## src/rtl/pladj_pkg.sv

```systemverilog
// Shared types and constants for the pair-list to adjacency-table block.
// Holds the field widths, the action, status and register codes.
// No dependencies; every other file of the block imports it.
package pladj_pkg;

  // Fixed widths of the request and result fields.
  localparam int NODE_FIELD_W = 10;
  localparam int SLOT_FIELD_W = 3;
  localparam int ACTION_W     = 2;
  localparam int NCOUNT_W     = 11;
  localparam int NSLOTS_W     = 4;
  localparam int NB_W         = 11;

  // Neighbour value reported for an empty slot or a non-read request.
  localparam logic signed [NB_W-1:0] NB_EMPTY = -11'sd1;

  // Request actions; code 3 is unused and answers with an empty result.
  typedef enum logic [ACTION_W-1:0] {
    ACT_CLEAR = 2'd0,
    ACT_ADD   = 2'd1,
    ACT_READ  = 2'd2
  } action_t;

  // Result status codes.
  typedef enum logic [1:0] {
    ST_OK      = 2'd0,
    ST_FULL    = 2'd1,
    ST_RANGE   = 2'd2,
    ST_REFUSED = 2'd3
  } status_t;

  // Configuration register indexes.
  typedef enum logic {
    CFG_NODE_COUNT = 1'b0,
    CFG_SLOTS      = 1'b1
  } cfg_reg_t;

endpackage

```

## src/rtl/pladj_fill_store.sv

```systemverilog
// Row fill store with the shared room-check and increment unit.
// One read and one write port; read data is registered.
// Depends on pladj_pkg.
module pladj_fill_store #(
  parameter int MAX_NODES = 1024,
  parameter int MAX_SLOTS = 8,
  parameter int NODE_W    = $clog2(MAX_NODES),
  parameter int FILL_W    = $clog2(MAX_SLOTS + 1)
) (
  input  logic                          clk,
  input  logic                          rd_en,
  input  logic [NODE_W-1:0]             rd_addr,
  input  logic                          wr_en,
  input  logic [NODE_W-1:0]             wr_addr,
  input  logic [FILL_W-1:0]             wr_data,
  input  logic [pladj_pkg::NSLOTS_W-1:0] slots_per_node,
  output logic [FILL_W-1:0]             rd_fill,
  output logic                          room,
  output logic [FILL_W-1:0]             fill_inc
);
  import pladj_pkg::*;

  logic [FILL_W-1:0] mem [MAX_NODES];

  // Memory write and registered read.
  always_ff @(posedge clk) begin
    if (wr_en) begin
      mem[wr_addr] <= wr_data;
    end
    if (rd_en) begin
      rd_fill <= mem[rd_addr];
    end
  end

  // A row has room while its fill is below both the configured and the built slot count.
  assign room = (32'(rd_fill) < 32'(slots_per_node)) && (32'(rd_fill) < MAX_SLOTS);
  assign fill_inc = rd_fill + FILL_W'(1);

endmodule

```

## config.mk

```make
export PLATFORM = sky130hd
export DESIGN_NAME = pladj_fill_store
export DESIGN_NICKNAME = d
export VERILOG_FILES = /design/src/rtl/pladj_pkg.sv /design/src/rtl/pladj_fill_store.sv
export SDC_FILE = /design/constraint.sdc
export NUM_CORES = 2
export LEC_CHECK = 0
export BUFFER_PORTS_ARGS = -buffer_cell sky130_fd_sc_hd__buf_2
export CORE_UTILIZATION = 30
export CTS_CLUSTER_DIAMETER = 100
export DETAILED_ROUTE_END_ITERATION = 8
export PLACE_DENSITY = 0.48
export SYNTH_ARGS = -nofsm -noshare
export SYNTH_HDL_FRONTEND = slang
export SYNTH_SLANG_ARGS = --single-unit
```

## constraint.sdc

```tcl
create_clock -name clk -period 4.32 [get_ports clk]
set_input_delay 0 -clock clk [delete_from_list [all_inputs] [get_ports clk]]
set_output_delay 0 -clock clk [all_outputs]
set_load 0.01 [all_outputs]
```

[Word level (Yosys, flattened, before mapping)]
Memories as Yosys holds them, arrays and structs flattened. A register that Yosys moved wholly into a read port is not among the register bits.
Cells that the tools add are included.
Cells by class
  add/sub/neg operators: 1
  multipliers: 0
  div/mod/pow operators: 0
  $lt $le $gt $ge: 2
  eq/ne operators: 0
  shifts and indexed selects: 0
  mux-type cells: 2
  bitwise logic cells: 0
  reductions and logical operators: 1
Operators by type and width (number)
  $add 4x1->4 const B: 1
  $lt 4x4->1: 1
  $lt 4x4->1 const B: 1
  $mux 1: 2
  $logic_and 1x1->1: 1
Storage, ports and cells
  flip-flop bits (word level): 0
  bits in latches: 0
  bits in writable memories: 4096
  memory bits (read-only): 0
  memories kept: 1
Memories
  mem: words 1024, width 4, read ports 1, clocked after Yosys merged registers in 1, wr ports 1, RTL line pladj_fill_store.sv:23  | logic [FILL_W-1:0] mem [MAX_NODES];

[Logic depth before layout (Yosys ltp)]
  depth in word-level cells: 2
  depth in mapped cells: 16
  mapped depth without buffers: 8

[Worst setup path after synthesis]
OpenSTA, ideal clock, no wires.
  path type: input to register
  from: in rd_addr[1]
  to: reg rd_fill[0], read port of mem, data pin
  setup time: 0.272 ns
  arrival: 2.472 ns
  required time: 4.048 ns
  setup slack: 1.576 ns
  cell stages on the path: 11
  buffers on the path: 5
  cell sequence: buf_2 > buf_4 > buf_2 > clkbuf_1 > buf_1 > mux4_2 > a22oi_1 > nand3_1 > a41oi_1 > nor3_1 > or4_1
RTL lines
  start: declaration: RTL line pladj_fill_store.sv:12  | input logic [NODE_W-1:0] rd_addr,
  end: declaration: RTL line pladj_fill_store.sv:17  | output logic [FILL_W-1:0] rd_fill,

==> metrics.cfg <==
[die]
start_util = 0.302
die_h_um = 737
die_w_um = 737
rows = 269
io_pins = 40
die_area_mm2 = 0.544
fp.coreArea_mm2 = 0.538

[sta]
setup_viol = 0
hold_violations = 0
skew_ps = 55.7
fmax_mhz = 251
worst_slew_pin_slew_ps = 1410
worst_slack_ps = 342
period_minus_slack_ps = 3980
fin_setup_tns_ps = 0
slew_viol_final = 0
period_share = 0.921
slew_headroom = 0.0496
rsz0062_at_grt = false

[power_and_ir_drop]
seq_power_share = 0.514
peakVddDrop_mv = 0.363
comb_power_share = 0.052
powerDensity_mw_per_mm2 = 455
power.internal_mw = 66.4
fin_total_pwr_mw = 85.3
netSwitchingPower_mw = 18.9
clkPwrFrac = 0.434
switching_share = 0.222
p_leak_nw = 57.2

[worst_setup_path]
path_class = reg2reg
worstPathArrival_ps = 4720
start_kind = register
crit_required_ps = 5070
endpoint_kind = register
path_max_fanout = 1

[global_routing]
grt_overflow = 0
grt_pass1_vias = 87100
antenna_found_initial = 37
grt_pass1_wl_um = 704000
grt_start_max_net_pins = 177
grt_usage = 0.182

[placement]
post-place-ws_ps = -309
numPlacedInstances = 15400
portBuffers = 39
routabilityCongestion = 0.821
hpwlAfterDp_um = 315000
placed_cell_area_mm2 = 0.173

[logic_synthesis]
synth_top_area_cell = edfxtp_1
synthTopCellsByArea = edfxtp_1 (76%), mux4_2 (12%), mux2i_1 (2.7%)
ys_seq_elements = 4100
async_flop_share = 0
synth-seq-area-share = 0.759
yosysTopAreaCellShare = 0.759
syn_area_mm2 = 0.162
synth_edf_count = 4100
syn_avg_cell_area_um2 = 19.5
synth_cells = 8317
yosys_warnings = 0
ys.flop_type = edfxtp_1
yosysUniqueCellTypes = 72
syn_nets = 8352

[clock_tree]
worstSkewPairLatency_ps = 1000
cts_tree = done
cts_hold_buf = 19
h-tree-depth = 5
cts_buffers = 430
clock-sinks = 4100
cts_setup_buffers = 0
clkTransAtPathRegs_ps = 60
cts_resized = 0
clockBufferDepth = 4
root_buffer = clkbuf_16

[drt]
drtIter0Drc = 9864
antenna_left = 0
routed_wl_um = 505000
drc = 0
vias_per_cell = 5.22
post_drt_wl_per_cell_um = 31.2
firstDrtPassIters = 6
vias = 84600

[cells_and_area]
layout.nets = 8675
drive_above_1_share = 0.226
fin_area_mm2 = 0.187
synthToLayoutAreaGrowth_pct = 15.5
final_cells = 16200

[status]
status = finished clean

[job]
maxCapViolations = 0

[worst_hold_path]
hold_class = in2reg

## worst paths after layout
path / start / to / slack [ps] / cells after the start
worst min register to register: mem[135][0] / rd_fill[0] / 1370 / 7
worst max-delay path: mem[772][2] / rd_fill[2] / 340 / 9
worst min-delay path: wr_addr[7] / mem[807][1] / 80 / 6
worst max register to register: mem[772][2] / rd_fill[2] / 340 / 9
## power groups by stage
stage               clock [mW]  sequential [mW]  combinational [mW]
floorplan                    0             44.6                2.19
global placement             0             44.7                4.42
detailed placement           0             44.7                4.47
CTS                       37.6             43.8                4.49
global route              39.0             43.8                4.65
finish                    37.0             43.8                4.44
## area by class of cell
type | instances | area [µm²]
multi-input combinational | 3602 | 36100
antenna | 17 | 42.5
inverter | 13 | 63.8
clock buffer | 503 | 11100
tap | 7181 | 8980
clock inverter | 298 | 2930
sequential | 4100 | 123000
fill | 49900 | 350000
timing repair buffer | 493 | 5010
## critical path: stages (launching register included)
cell           delay (ps)
edfxtp_1              390
mux4_2                470
mux2i_1               240
a22oi_1               140
a31oi_1               340
a21boi_0             1140
nor4_1                120
a41oi_1               210
dlygate4sd3_1         590
nand3_1                80
## registers in the layout (all words and copies together) (netlist names)
register and flops:
mem 4096, rd_fill 4
## layer usage
metal | wire length, µm | track usage | vias up
met5 | 41 | 0 | -
met4 | 15100 | 0.0509 | 6
met3 | 36000 | 0.0320 | 675
met2 | 241000 | 0.298 | 3449
met1 | 213000 | 0.250 | 45700
li1 | - | - | 34800
## layout by cell type (no fill, tap or decap), drive strengths merged, types with 34 or more instances in the layout
cell type	count
clkinv	225
buf	474
a21oi	133
o221ai	169
nor2	1065
a22oi	107
nor3	91
mux2i	435
clkbuf	503
mux4	843
edfxtp	4100
a22o	37
nand3	74
o22ai	110
o21ai	71
a211oi	34
bufinv	45
nand2	153
a221oi	39
## cells in the mapped netlist (all sizes together), types with 23 or more instances
library cell	count
nand3	74
mux4	843
a22o	37
a221oi	39
buf	304
mux2i	435
o22ai	110
nor3	91
edfxtp	4100
nor4	25
a22oi	107
o21ai	71
nand2	153
a21oi	133
clkbuf	298
nor2	1065
o221ai	169
mux2	23
a211oi	34
## cell families (layout without fill, tap and decap cells)
| kind of cell | after synthesis | count (layout) | share of synthesized area |
|---|---|---|---|
| buffers and inverters | 615 | 1307 | 0.0213 |
| AOI/OAI and AO/OA | 784 | 784 | 0.0350 |
| xor gates and xnor gates | 2 | 2 | 0.000108 |
| adders and majority gates | 4 | 4 | 0.000309 |
| muxes | 1301 | 1301 | 0.145 |
| other | 0 | 17 | 0 |
| and+or+nand+nor | 1511 | 1511 | 0.0388 |
| DFF | 4100 | 4100 | 0.759 |
## per-stage QoR
step / util / hold WS (ps)
2_1_floorplan: - / 98.9
3_3_place_gp: 0.322 / 435
6_report: 0.349 / 84.2
5_1_grt: 0.348 / 98.5
3_5_place_dp: 0.322 / 435
4_1_cts: 0.348 / 5.24
Note: power is estimated with default switching activity, not from simulation.
