--- src/rtl/pladj_pkg.sv ---
// Shared types and constants for the pair-list to adjacency-table block.
// Holds the field widths, the action, status and register codes.
// No dependencies; every other file of the block imports it.
package pladj_pkg;

  // Fixed widths of the request and result fields.
  localparam int NODE_FIELD_W = 10;
  localparam int SLOT_FIELD_W = 3;
  localparam int ACTION_W     = 2;
  localparam int NCOUNT_W     = 11;
  localparam int NSLOTS_W     = 4;
  localparam int NB_W         = 11;

  // Neighbour value reported for an empty slot or a non-read request.
  localparam logic signed [NB_W-1:0] NB_EMPTY = -11'sd1;

  // Request actions; code 3 is unused and answers with an empty result.
  typedef enum logic [ACTION_W-1:0] {
    ACT_CLEAR = 2'd0,
    ACT_ADD   = 2'd1,
    ACT_READ  = 2'd2
  } action_t;

  // Result status codes.
  typedef enum logic [1:0] {
    ST_OK      = 2'd0,
    ST_FULL    = 2'd1,
    ST_RANGE   = 2'd2,
    ST_REFUSED = 2'd3
  } status_t;

  // Configuration register indexes.
  typedef enum logic {
    CFG_NODE_COUNT = 1'b0,
    CFG_SLOTS      = 1'b1
  } cfg_reg_t;

endpackage

--- src/rtl/pladj_seq.sv ---
// Request sequencer: decodes a request, steps the fill store and table
// through the read-check-write order, and holds the result register.
// Depends on pladj_pkg.
module pladj_seq #(
  parameter int MAX_NODES = 1024,
  parameter int MAX_SLOTS = 8,
  parameter int NODE_W    = $clog2(MAX_NODES),
  parameter int SLOT_W    = (MAX_SLOTS > 1) ? $clog2(MAX_SLOTS) : 1,
  parameter int FILL_W    = $clog2(MAX_SLOTS + 1),
  parameter int TBL_AW    = NODE_W + SLOT_W
) (
  input  logic                                clk,
  input  logic                                rst,
  // Request side
  input  logic                                in_valid,
  output logic                                in_ready,
  input  logic [pladj_pkg::ACTION_W-1:0]      in_action,
  input  logic [pladj_pkg::NODE_FIELD_W-1:0]  in_first,
  input  logic [pladj_pkg::NODE_FIELD_W-1:0]  in_second,
  input  logic [pladj_pkg::SLOT_FIELD_W-1:0]  in_slot,
  // Configuration
  input  logic [pladj_pkg::NCOUNT_W-1:0]      node_count,
  // Fill store
  output logic                                fill_rd_en,
  output logic [NODE_W-1:0]                   fill_rd_addr,
  output logic                                fill_wr_en,
  output logic [NODE_W-1:0]                   fill_wr_addr,
  output logic [FILL_W-1:0]                   fill_wr_data,
  input  logic [FILL_W-1:0]                   fill_rd,
  input  logic                                fill_room,
  input  logic [FILL_W-1:0]                   fill_inc,
  // Neighbour table
  output logic                                tbl_wr_en,
  output logic [TBL_AW-1:0]                   tbl_wr_addr,
  output logic [pladj_pkg::NODE_FIELD_W-1:0]  tbl_wr_data,
  output logic                                tbl_rd_en,
  output logic [TBL_AW-1:0]                   tbl_rd_addr,
  input  logic [pladj_pkg::NODE_FIELD_W-1:0]  tbl_rd_data,
  // Result side
  output logic                                out_valid,
  input  logic                                out_ready,
  output pladj_pkg::status_t                  out_status,
  output logic signed [pladj_pkg::NB_W-1:0]   out_neighbour,
  output logic                                out_error
);
  import pladj_pkg::*;

  typedef enum logic [2:0] {
    S_CLEAR,
    S_IDLE,
    S_DECODE,
    S_ADD_B,
    S_ADD_CHK,
    S_ADD_WB,
    S_READ_CHK,
    S_DONE
  } state_t;

  state_t                    state;
  logic [ACTION_W-1:0]       act;
  logic [NODE_FIELD_W-1:0]   node_a;
  logic [NODE_FIELD_W-1:0]   node_b;
  logic [SLOT_FIELD_W-1:0]   slot;
  logic                      failed;
  logic [NODE_W-1:0]         clr_addr;
  logic                      clr_reply;
  status_t                   res_status;
  logic signed [NB_W-1:0]    res_nb;
  logic [FILL_W-1:0]         fill_a;
  logic [FILL_W-1:0]         fill_a_inc;
  logic                      room_a;
  logic [FILL_W-1:0]         fill_b;
  logic [FILL_W-1:0]         fill_b_inc;

  logic a_ok;
  logic b_ok;
  logic slot_ok;
  logic clr_last;

  // Node range checks against the configured and the built node count.
  assign a_ok = ({1'b0, node_a} < node_count) && (32'(node_a) < MAX_NODES);
  assign b_ok = ({1'b0, node_b} < node_count) && (32'(node_b) < MAX_NODES);
  // A read hits a stored entry only below the row fill and inside the row.
  assign slot_ok = (32'(slot) < 32'(fill_rd)) && (32'(slot) < MAX_SLOTS);
  assign clr_last = (clr_addr == NODE_W'(MAX_NODES - 1));

  assign in_ready = (state == S_IDLE);

  // Memory port control for each sequencer step.
  always_comb begin
    fill_rd_en   = 1'b0;
    fill_rd_addr = NODE_W'(node_a);
    fill_wr_en   = 1'b0;
    fill_wr_addr = clr_addr;
    fill_wr_data = '0;
    tbl_wr_en    = 1'b0;
    tbl_wr_addr  = {NODE_W'(node_a), SLOT_W'(fill_a)};
    tbl_wr_data  = node_b;
    tbl_rd_en    = 1'b0;
    tbl_rd_addr  = {NODE_W'(node_a), SLOT_W'(slot)};
    unique case (state)
      S_CLEAR: begin
        fill_wr_en = 1'b1;
      end
      S_DECODE: begin
        fill_rd_en = 1'b1;
        tbl_rd_en  = 1'b1;
      end
      S_ADD_B: begin
        fill_rd_en   = 1'b1;
        fill_rd_addr = NODE_W'(node_b);
      end
      S_ADD_CHK: begin
        if (room_a && fill_room) begin
          fill_wr_en   = 1'b1;
          fill_wr_addr = NODE_W'(node_a);
          fill_wr_data = fill_a_inc;
          tbl_wr_en    = 1'b1;
        end
      end
      S_ADD_WB: begin
        fill_wr_en   = 1'b1;
        fill_wr_addr = NODE_W'(node_b);
        fill_wr_data = fill_b_inc;
        tbl_wr_en    = 1'b1;
        tbl_wr_addr  = {NODE_W'(node_b), SLOT_W'(fill_b)};
        tbl_wr_data  = node_a;
      end
      S_IDLE, S_READ_CHK, S_DONE: begin
      end
      default: begin
      end
    endcase
  end

  // Sequencer state, working registers and the result register.
  always_ff @(posedge clk) begin
    if (rst) begin
      state     <= S_CLEAR;
      clr_addr  <= '0;
      clr_reply <= 1'b0;
      failed    <= 1'b0;
      out_valid <= 1'b0;
    end else begin
      if (out_valid && out_ready && state != S_DONE) begin
        out_valid <= 1'b0;
      end
      unique case (state)
        S_CLEAR: begin
          clr_addr <= clr_addr + NODE_W'(1);
          if (clr_last) begin
            failed     <= 1'b0;
            res_status <= ST_OK;
            res_nb     <= NB_EMPTY;
            state      <= clr_reply ? S_DONE : S_IDLE;
          end
        end
        S_IDLE: begin
          if (in_valid) begin
            act    <= in_action;
            node_a <= in_first;
            node_b <= in_second;
            slot   <= in_slot;
            state  <= S_DECODE;
          end
        end
        S_DECODE: begin
          res_status <= ST_OK;
          res_nb     <= NB_EMPTY;
          state      <= S_DONE;
          case (act)
            ACT_CLEAR: begin
              clr_addr  <= '0;
              clr_reply <= 1'b1;
              state     <= S_CLEAR;
            end
            ACT_ADD: begin
              priority if (failed) begin
                res_status <= ST_REFUSED;
              end else if (!a_ok || !b_ok) begin
                res_status <= ST_RANGE;
                failed     <= 1'b1;
              end else begin
                state <= S_ADD_B;
              end
            end
            ACT_READ: begin
              if (!a_ok) begin
                res_status <= ST_RANGE;
              end else begin
                state <= S_READ_CHK;
              end
            end
            default: begin
            end
          endcase
        end
        S_ADD_B: begin
          fill_a     <= fill_rd;
          fill_a_inc <= fill_inc;
          room_a     <= fill_room;
          state      <= S_ADD_CHK;
        end
        S_ADD_CHK: begin
          fill_b     <= fill_rd;
          fill_b_inc <= fill_inc;
          if (!(room_a && fill_room)) begin
            res_status <= ST_FULL;
            failed     <= 1'b1;
            state      <= S_DONE;
          end else if (node_a == node_b) begin
            state <= S_DONE;
          end else begin
            state <= S_ADD_WB;
          end
        end
        S_ADD_WB: begin
          state <= S_DONE;
        end
        S_READ_CHK: begin
          if (slot_ok) begin
            res_nb <= $signed({1'b0, tbl_rd_data});
          end
          state <= S_DONE;
        end
        S_DONE: begin
          if (!out_valid || out_ready) begin
            out_valid     <= 1'b1;
            out_status    <= res_status;
            out_neighbour <= res_nb;
            out_error     <= failed;
            state         <= S_IDLE;
          end
        end
        default: begin
          state <= S_IDLE;
        end
      endcase
    end
  end

endmodule

--- config.mk ---
export PLATFORM = sky130hd
export DESIGN_NAME = pladj_seq
export DESIGN_NICKNAME = d
export VERILOG_FILES = /design/src/rtl/pladj_pkg.sv /design/src/rtl/pladj_seq.sv
export SDC_FILE = /design/constraint.sdc
export NUM_CORES = 1
export LEC_CHECK = 0
export BUFFER_PORTS_ARGS = -buffer_cell sky130_fd_sc_hd__buf_2
export CAP_MARGIN = 0
export CORE_MARGIN = 2
export CORE_UTILIZATION = 40
export CTS_CLUSTER_SIZE = 12
export DETAILED_ROUTE_END_ITERATION = 8
export HOLD_SLACK_MARGIN = 0.05
export PLACE_DENSITY = 0.65
export SKIP_CTS_REPAIR_TIMING = 1
export SLEW_MARGIN = 25
export SYNTH_ARGS = -nofsm -noshare
export SYNTH_HDL_FRONTEND = slang
export SYNTH_SLANG_ARGS = --single-unit
--- constraint.sdc ---
create_clock -name clk -period 3.95 [get_ports clk]
set_input_delay 1.185 -clock clk [delete_from_list [all_inputs] [get_ports clk]]
set_output_delay 1.185 -clock clk [all_outputs]
set_load 0.02 [all_outputs]
Yosys cells after proc, flatten, opt, wreduce, memory -nomap -nowiden. Cells that the tools add are included.

$add $sub $neg: 1. Multipliers: 0. Div/mod/pow operators: 0. Magnitude comparators: 3. Equality and inequality tests: 19. Shift-type cells: 0. Mux-type cells: 44. Bitwise operators: 1. Reduce and logical (&&, ||, !) cells: 26.

Operators with widths (count): 2-to-1 mux 10 bit (4); case mux 10 bit (2 select lines) (2); case mux 11 bit (3 select lines) (1); < comparator 10 x 11 -> 1 bit (2); 2-to-1 mux 11 bit (2); case mux 3 bit (7 select lines) (1); 2-to-1 mux 3 bit (6); 2-to-1 mux 2 bit (7); 2-to-1 mux 13 bit (1); equality test 3 bit (second input constant) (4); 2-to-1 mux 1 bit (12); AND reduction 4 bit (3); adder 10 x 1 -> 10 bit (second input constant) (1); equality test 10 bit (1); equality test 10 bit (second input constant) (1); != test 2 bit (second input constant) (5); case mux 3 bit (3 select lines) (1); AND reduction 3 bit (3); case mux 4 bit (2 select lines) (1); AND reduction 2 bit (4); equality test 3 x 2 -> 1 bit (second input constant) (2); case mux 2 bit (3 select lines) (1); nonzero test 3 bit (2); OR reduction 2 bit (3); other kinds (17) (24).

Register bits: 83. Bits in latches: 0. RAM bits: 0. ROM bits: 0. Input port bits: 59. Output and inout port bits: 80. Word-level logic and storage cells: 113. Memories: 0.

Logic depth before layout (Yosys ltp).
Depth after elaboration: 7. Gate-level depth with buffers: 8. Depth with buffers taken out: 8.

Worst setup path before layout. Ideal clock, no wire load.

Path type: input-to-reg. Start: input port rst. End: register act[0] (enable). Setup time: 0.444 ns. Arrival: 3.284 ns. Data required time: 3.506 ns. Slack: 0.222 ns. Stages: 2. Buffers on the path: 1. Cell sequence: clkbuf_1 nor3b_1.

Word-level cells in the longest chain between the ends: 2.

RTL lines: start, declared (line pladj_seq.sv:13) `input logic rst,`; NOT 1 bit (no source line); AND reduction 3 bit (no source line); end signal, assigned (line pladj_seq.sv:160) `act <= in_action;`; end, declared (line pladj_seq.sv:60) `logic [ACTION_W-1:0] act;`.

Every way passes these cells. A chain may end at the register's enable or synchronous reset.

Worst setup path in the final report.
Start: register state[1]. End: output port fill_wr_addr[8].

Word-level cells in the longest chain between the ends: 2. Elaborated cells on any way between the ends: 3. Classes of those cells: eq/ne: 2; mux: 1.

RTL lines: start, declared (line pladj_seq.sv:59) `state_t state;`; start signal, assigned (line pladj_seq.sv:155) `state <= clr_reply ? S_DONE : S_IDLE;`; equality test 3 bit (line pladj_seq.sv:101) `unique case (state)`; case mux 10 bit (2 select lines) (*) (line pladj_seq.sv:101); end, declared (line pladj_seq.sv:27) `output logic [NODE_W-1:0] fill_wr_addr,`.

Every way passes the cells marked *; elsewhere a longest branch is shown, timed or not.

==> summary.md <==
| Metric | Value |
|---|---|
| Max-Slew Margin vs Limit | 0.512 |
| Routability-driven placement congestion ratio | 0.904 |
| Total GRT Usage | 0.188 |
| CP endpoint kind | output port |
| Die Wd | 108 um |
| Reg2reg path depth | 2 |
| Clock network fraction of total power | 0.243 |
| Layout cells sized above 1 | 0.343 |
| Most numerous cell in the Yosys netlist | nand2_1 |
| Drt drc | 0 |
| Switching Fraction | 0.362 |
| Status | finished clean |
| Hold crit path type | flip-flop to flip-flop |
| Comb power frac | 0.298 |
| Ys flop type | edfxtp_1 |
| Critical path class | flip-flop to output port |
| Sequential fraction of design power | 0.459 |
| CP Cell Sequence | inv_2 > and3_1 > buf_4 > a22oi_1 > nand2_1 > buf_2 |
| Critical path peak fanout | 27 |
| Async set-or-reset flop fraction in the synthesized netlist | 0 |
| Worst Hold Slack | 0.427 ns |
| Chip Height | 108 um |
| Clock Path Buffers | 2 |
| Synth warnings | 0 |
| Hold Path Depth | 0 |
| Post-synth top cells | 102 x nand2_1, 67 x edfxtp_1, 25 x ha_1, 18 x a21oi_1, 18 x nor2_1 |
| Mapped cell area | 4340 sq um |
| Maximum VDD drop | 0.269 mV |
| Hold Fails Final Rpt | 0 |
| Fin Setup TNS | 0 ns |
| Max-slew violation count | 0 |
| Pint | 1550 uW |
| Power Density | 451 nW/um^2 |
| Final #Nets | 639 |
| I/O pins | 139 |
| First-pass GRT wire length | 16.8 mm |
| Non-Filler Instances | 700 |
| Crit path DAT | 2.40 ns |
| Avg Synthesized Cell Area | 10.5 sq um |
| Routed via count | 3542 |
| Yosys cell types | 50 |
| Clk sinks | 83 |
| CP startpoint kind | flip-flop |
| Grt total ovfl | 0 |
| CTS H-tree depth | 3 |
| Drt wl/cell | 15.7 um |
| Post-DP HPWL | 8.40 mm |
| DR pass1 iterations | 4 |
| Top cells by area, synth | edfxtp_1 46%, nand2_1 8.8%, dfxtp_1 7.4%, ha_1 7.2%, mux2_2 2.6% |
| Worst-Skew Late Latency | 0.36 ns |
| Post-route clock period utilization | 0.908 |
| Setup WS post-layout | 0.362 ns |
| Crit path required time | 2.76 ns |
| Post-detailed-route count of antenna-violating nets | 0 |
| Max-cap violations | 0 |
| # diodes | 0 |
| CTS tree | done |
| Post-synth EDFFs | 67 |
| Fmax | 0.279 GHz |
| Setup Skew | 0.0126 ns |
| Final Cell Area | 5400 sq um |
| Largest net degree at the start of global routing | 28 |
| Site Rows | 38 |
| Initial Utilization | 0.405 |
| Final wirelength | 11.0 mm |
| Initial DRC Count | 219 |
| PortBufs | 138 |
| Post-Synthesis Cells | 414 |
| Slowest-stage cell, CP | dfxtp_1 |
| Pre-CTS setup slack | 0.565 ns |
| RSZ-0062 raised after global routing | no |
| Slew at the pin with the worst max-slew slack | 0.730 ns |
| Final setup viols | 0 |
| P&R area growth vs syn | 24.4% |
| Synth Net Count | 498 |
| Clock-pin transition on the worst setup and hold timing paths | 0.09 ns |
| Core box area | 10700 sq um |
| Leakage | 0.00238 uW |
| Min Tclk post-route | 3.59 ns |
| Placed Area | 5200 sq um |
| Crit path largest cell delay | 0.68 ns |
| Root Driver | clkbuf_8 |
| Initial antenna violation count | 0 |
| Via density | 5.06 |
| Share of Yosys cell area claimed by the top area cell type | 0.464 |
| CTS Buf Count | 9 |
| Psw | 881 uW |
| Post-Place Cells | 684 |
| FF+latch count, synth | 83 |
| Leading area contributor after synthesis | edfxtp_1 |
| Seq/Total Area, Yosys | 0.538 |
| Die Area | 11700 sq um |
| Vias in the first global route | 3430 |
worst max-delay path, delay by kind of cell, from the launching register on:
kind                   cells  cell delay, ns
AOI/OAI and AO/OA          1            0.25
DFF                        1            0.68
buffers and inverters      3            0.64
and+or+nand+nor            2            0.47
power groups by stage:
stage	combinational (uW)	clock (uW)	sequential, uW
after detailed placement	728	0	1140
after global routing	800	638	1130
after global placement	717	0	1130
after floorplan	511	0	1110
final	726	592	1120
after CTS	731	607	1120
final cells by class:
class,instances,area (sq um)
Clock buffer,9,124
Clock inverter,7,71.3
Fill cell,1014,5300
Inverter,16,60.1
Multi-Input combinational cell,298,1870
Sequential cell,83,2330
Tap cell,140,175
Timing Repair Buffer,147,758
through the flow:
| step | total power, uW | util |
|---|---|---|
| final | 2430 | 0.504 |
| after global placement | 1850 | 0.486 |
| after CTS | 2450 | 0.504 |
| after global routing | 2570 | 0.504 |
| after floorplan | 1620 | - |
| after detailed placement | 1860 | 0.486 |
layer usage:
metal,GRT usage,share of wire
met5,0,0
met4,0.0769,0.027
met3,0.0452,0.066
met2,0.318,0.49
met1,0.232,0.41
worst paths after layout:
check	from	endpoint	slack [ns]
max reg2reg	state[1]	fill_a_inc[1]	1.52
max	state[1]	fill_wr_addr[8]	0.36
min	res_nb[2]	out_neighbour[2]	0.43
min reg2reg	res_nb[2]	out_neighbour[2]	0.43
kinds of logic after synthesis:
family          count (synthesis)  synth area share
simple gates                  184             0.200
flops                          83             0.538
compound gates                 61            0.0955
buf+inv                        33            0.0323
fa+ha+maj                      25            0.0721
xor+xnor                       17            0.0343
mux                            11            0.0283
flip-flops by register name (all words and copies together) (netlist names), 2 cells and up:
signal,count
out_neighbour,11
node_b,10
node_a,10
fill_b,3
res_nb,11
out_status,2
fill_a_inc,4
state,3
clr_addr,10
fill_b_inc,4
res_status,2
slot,3
fill_a,3
act,2
placed cells by master (no fill, tap or decap), drive strengths merged, types with 7 or more instances in the layout:
cell and n:
buf 147, nand3 12, mux2 10, ha 25, edfxtp 67, clkbuf 9
a22oi 8, nand2b 7, nor2 20, dfxtp 16, o21ai 10, or2 11
nand2 102, inv 19, xor2 12, a21oi 18
Note: power is estimated with default switching activity, not from simulation.
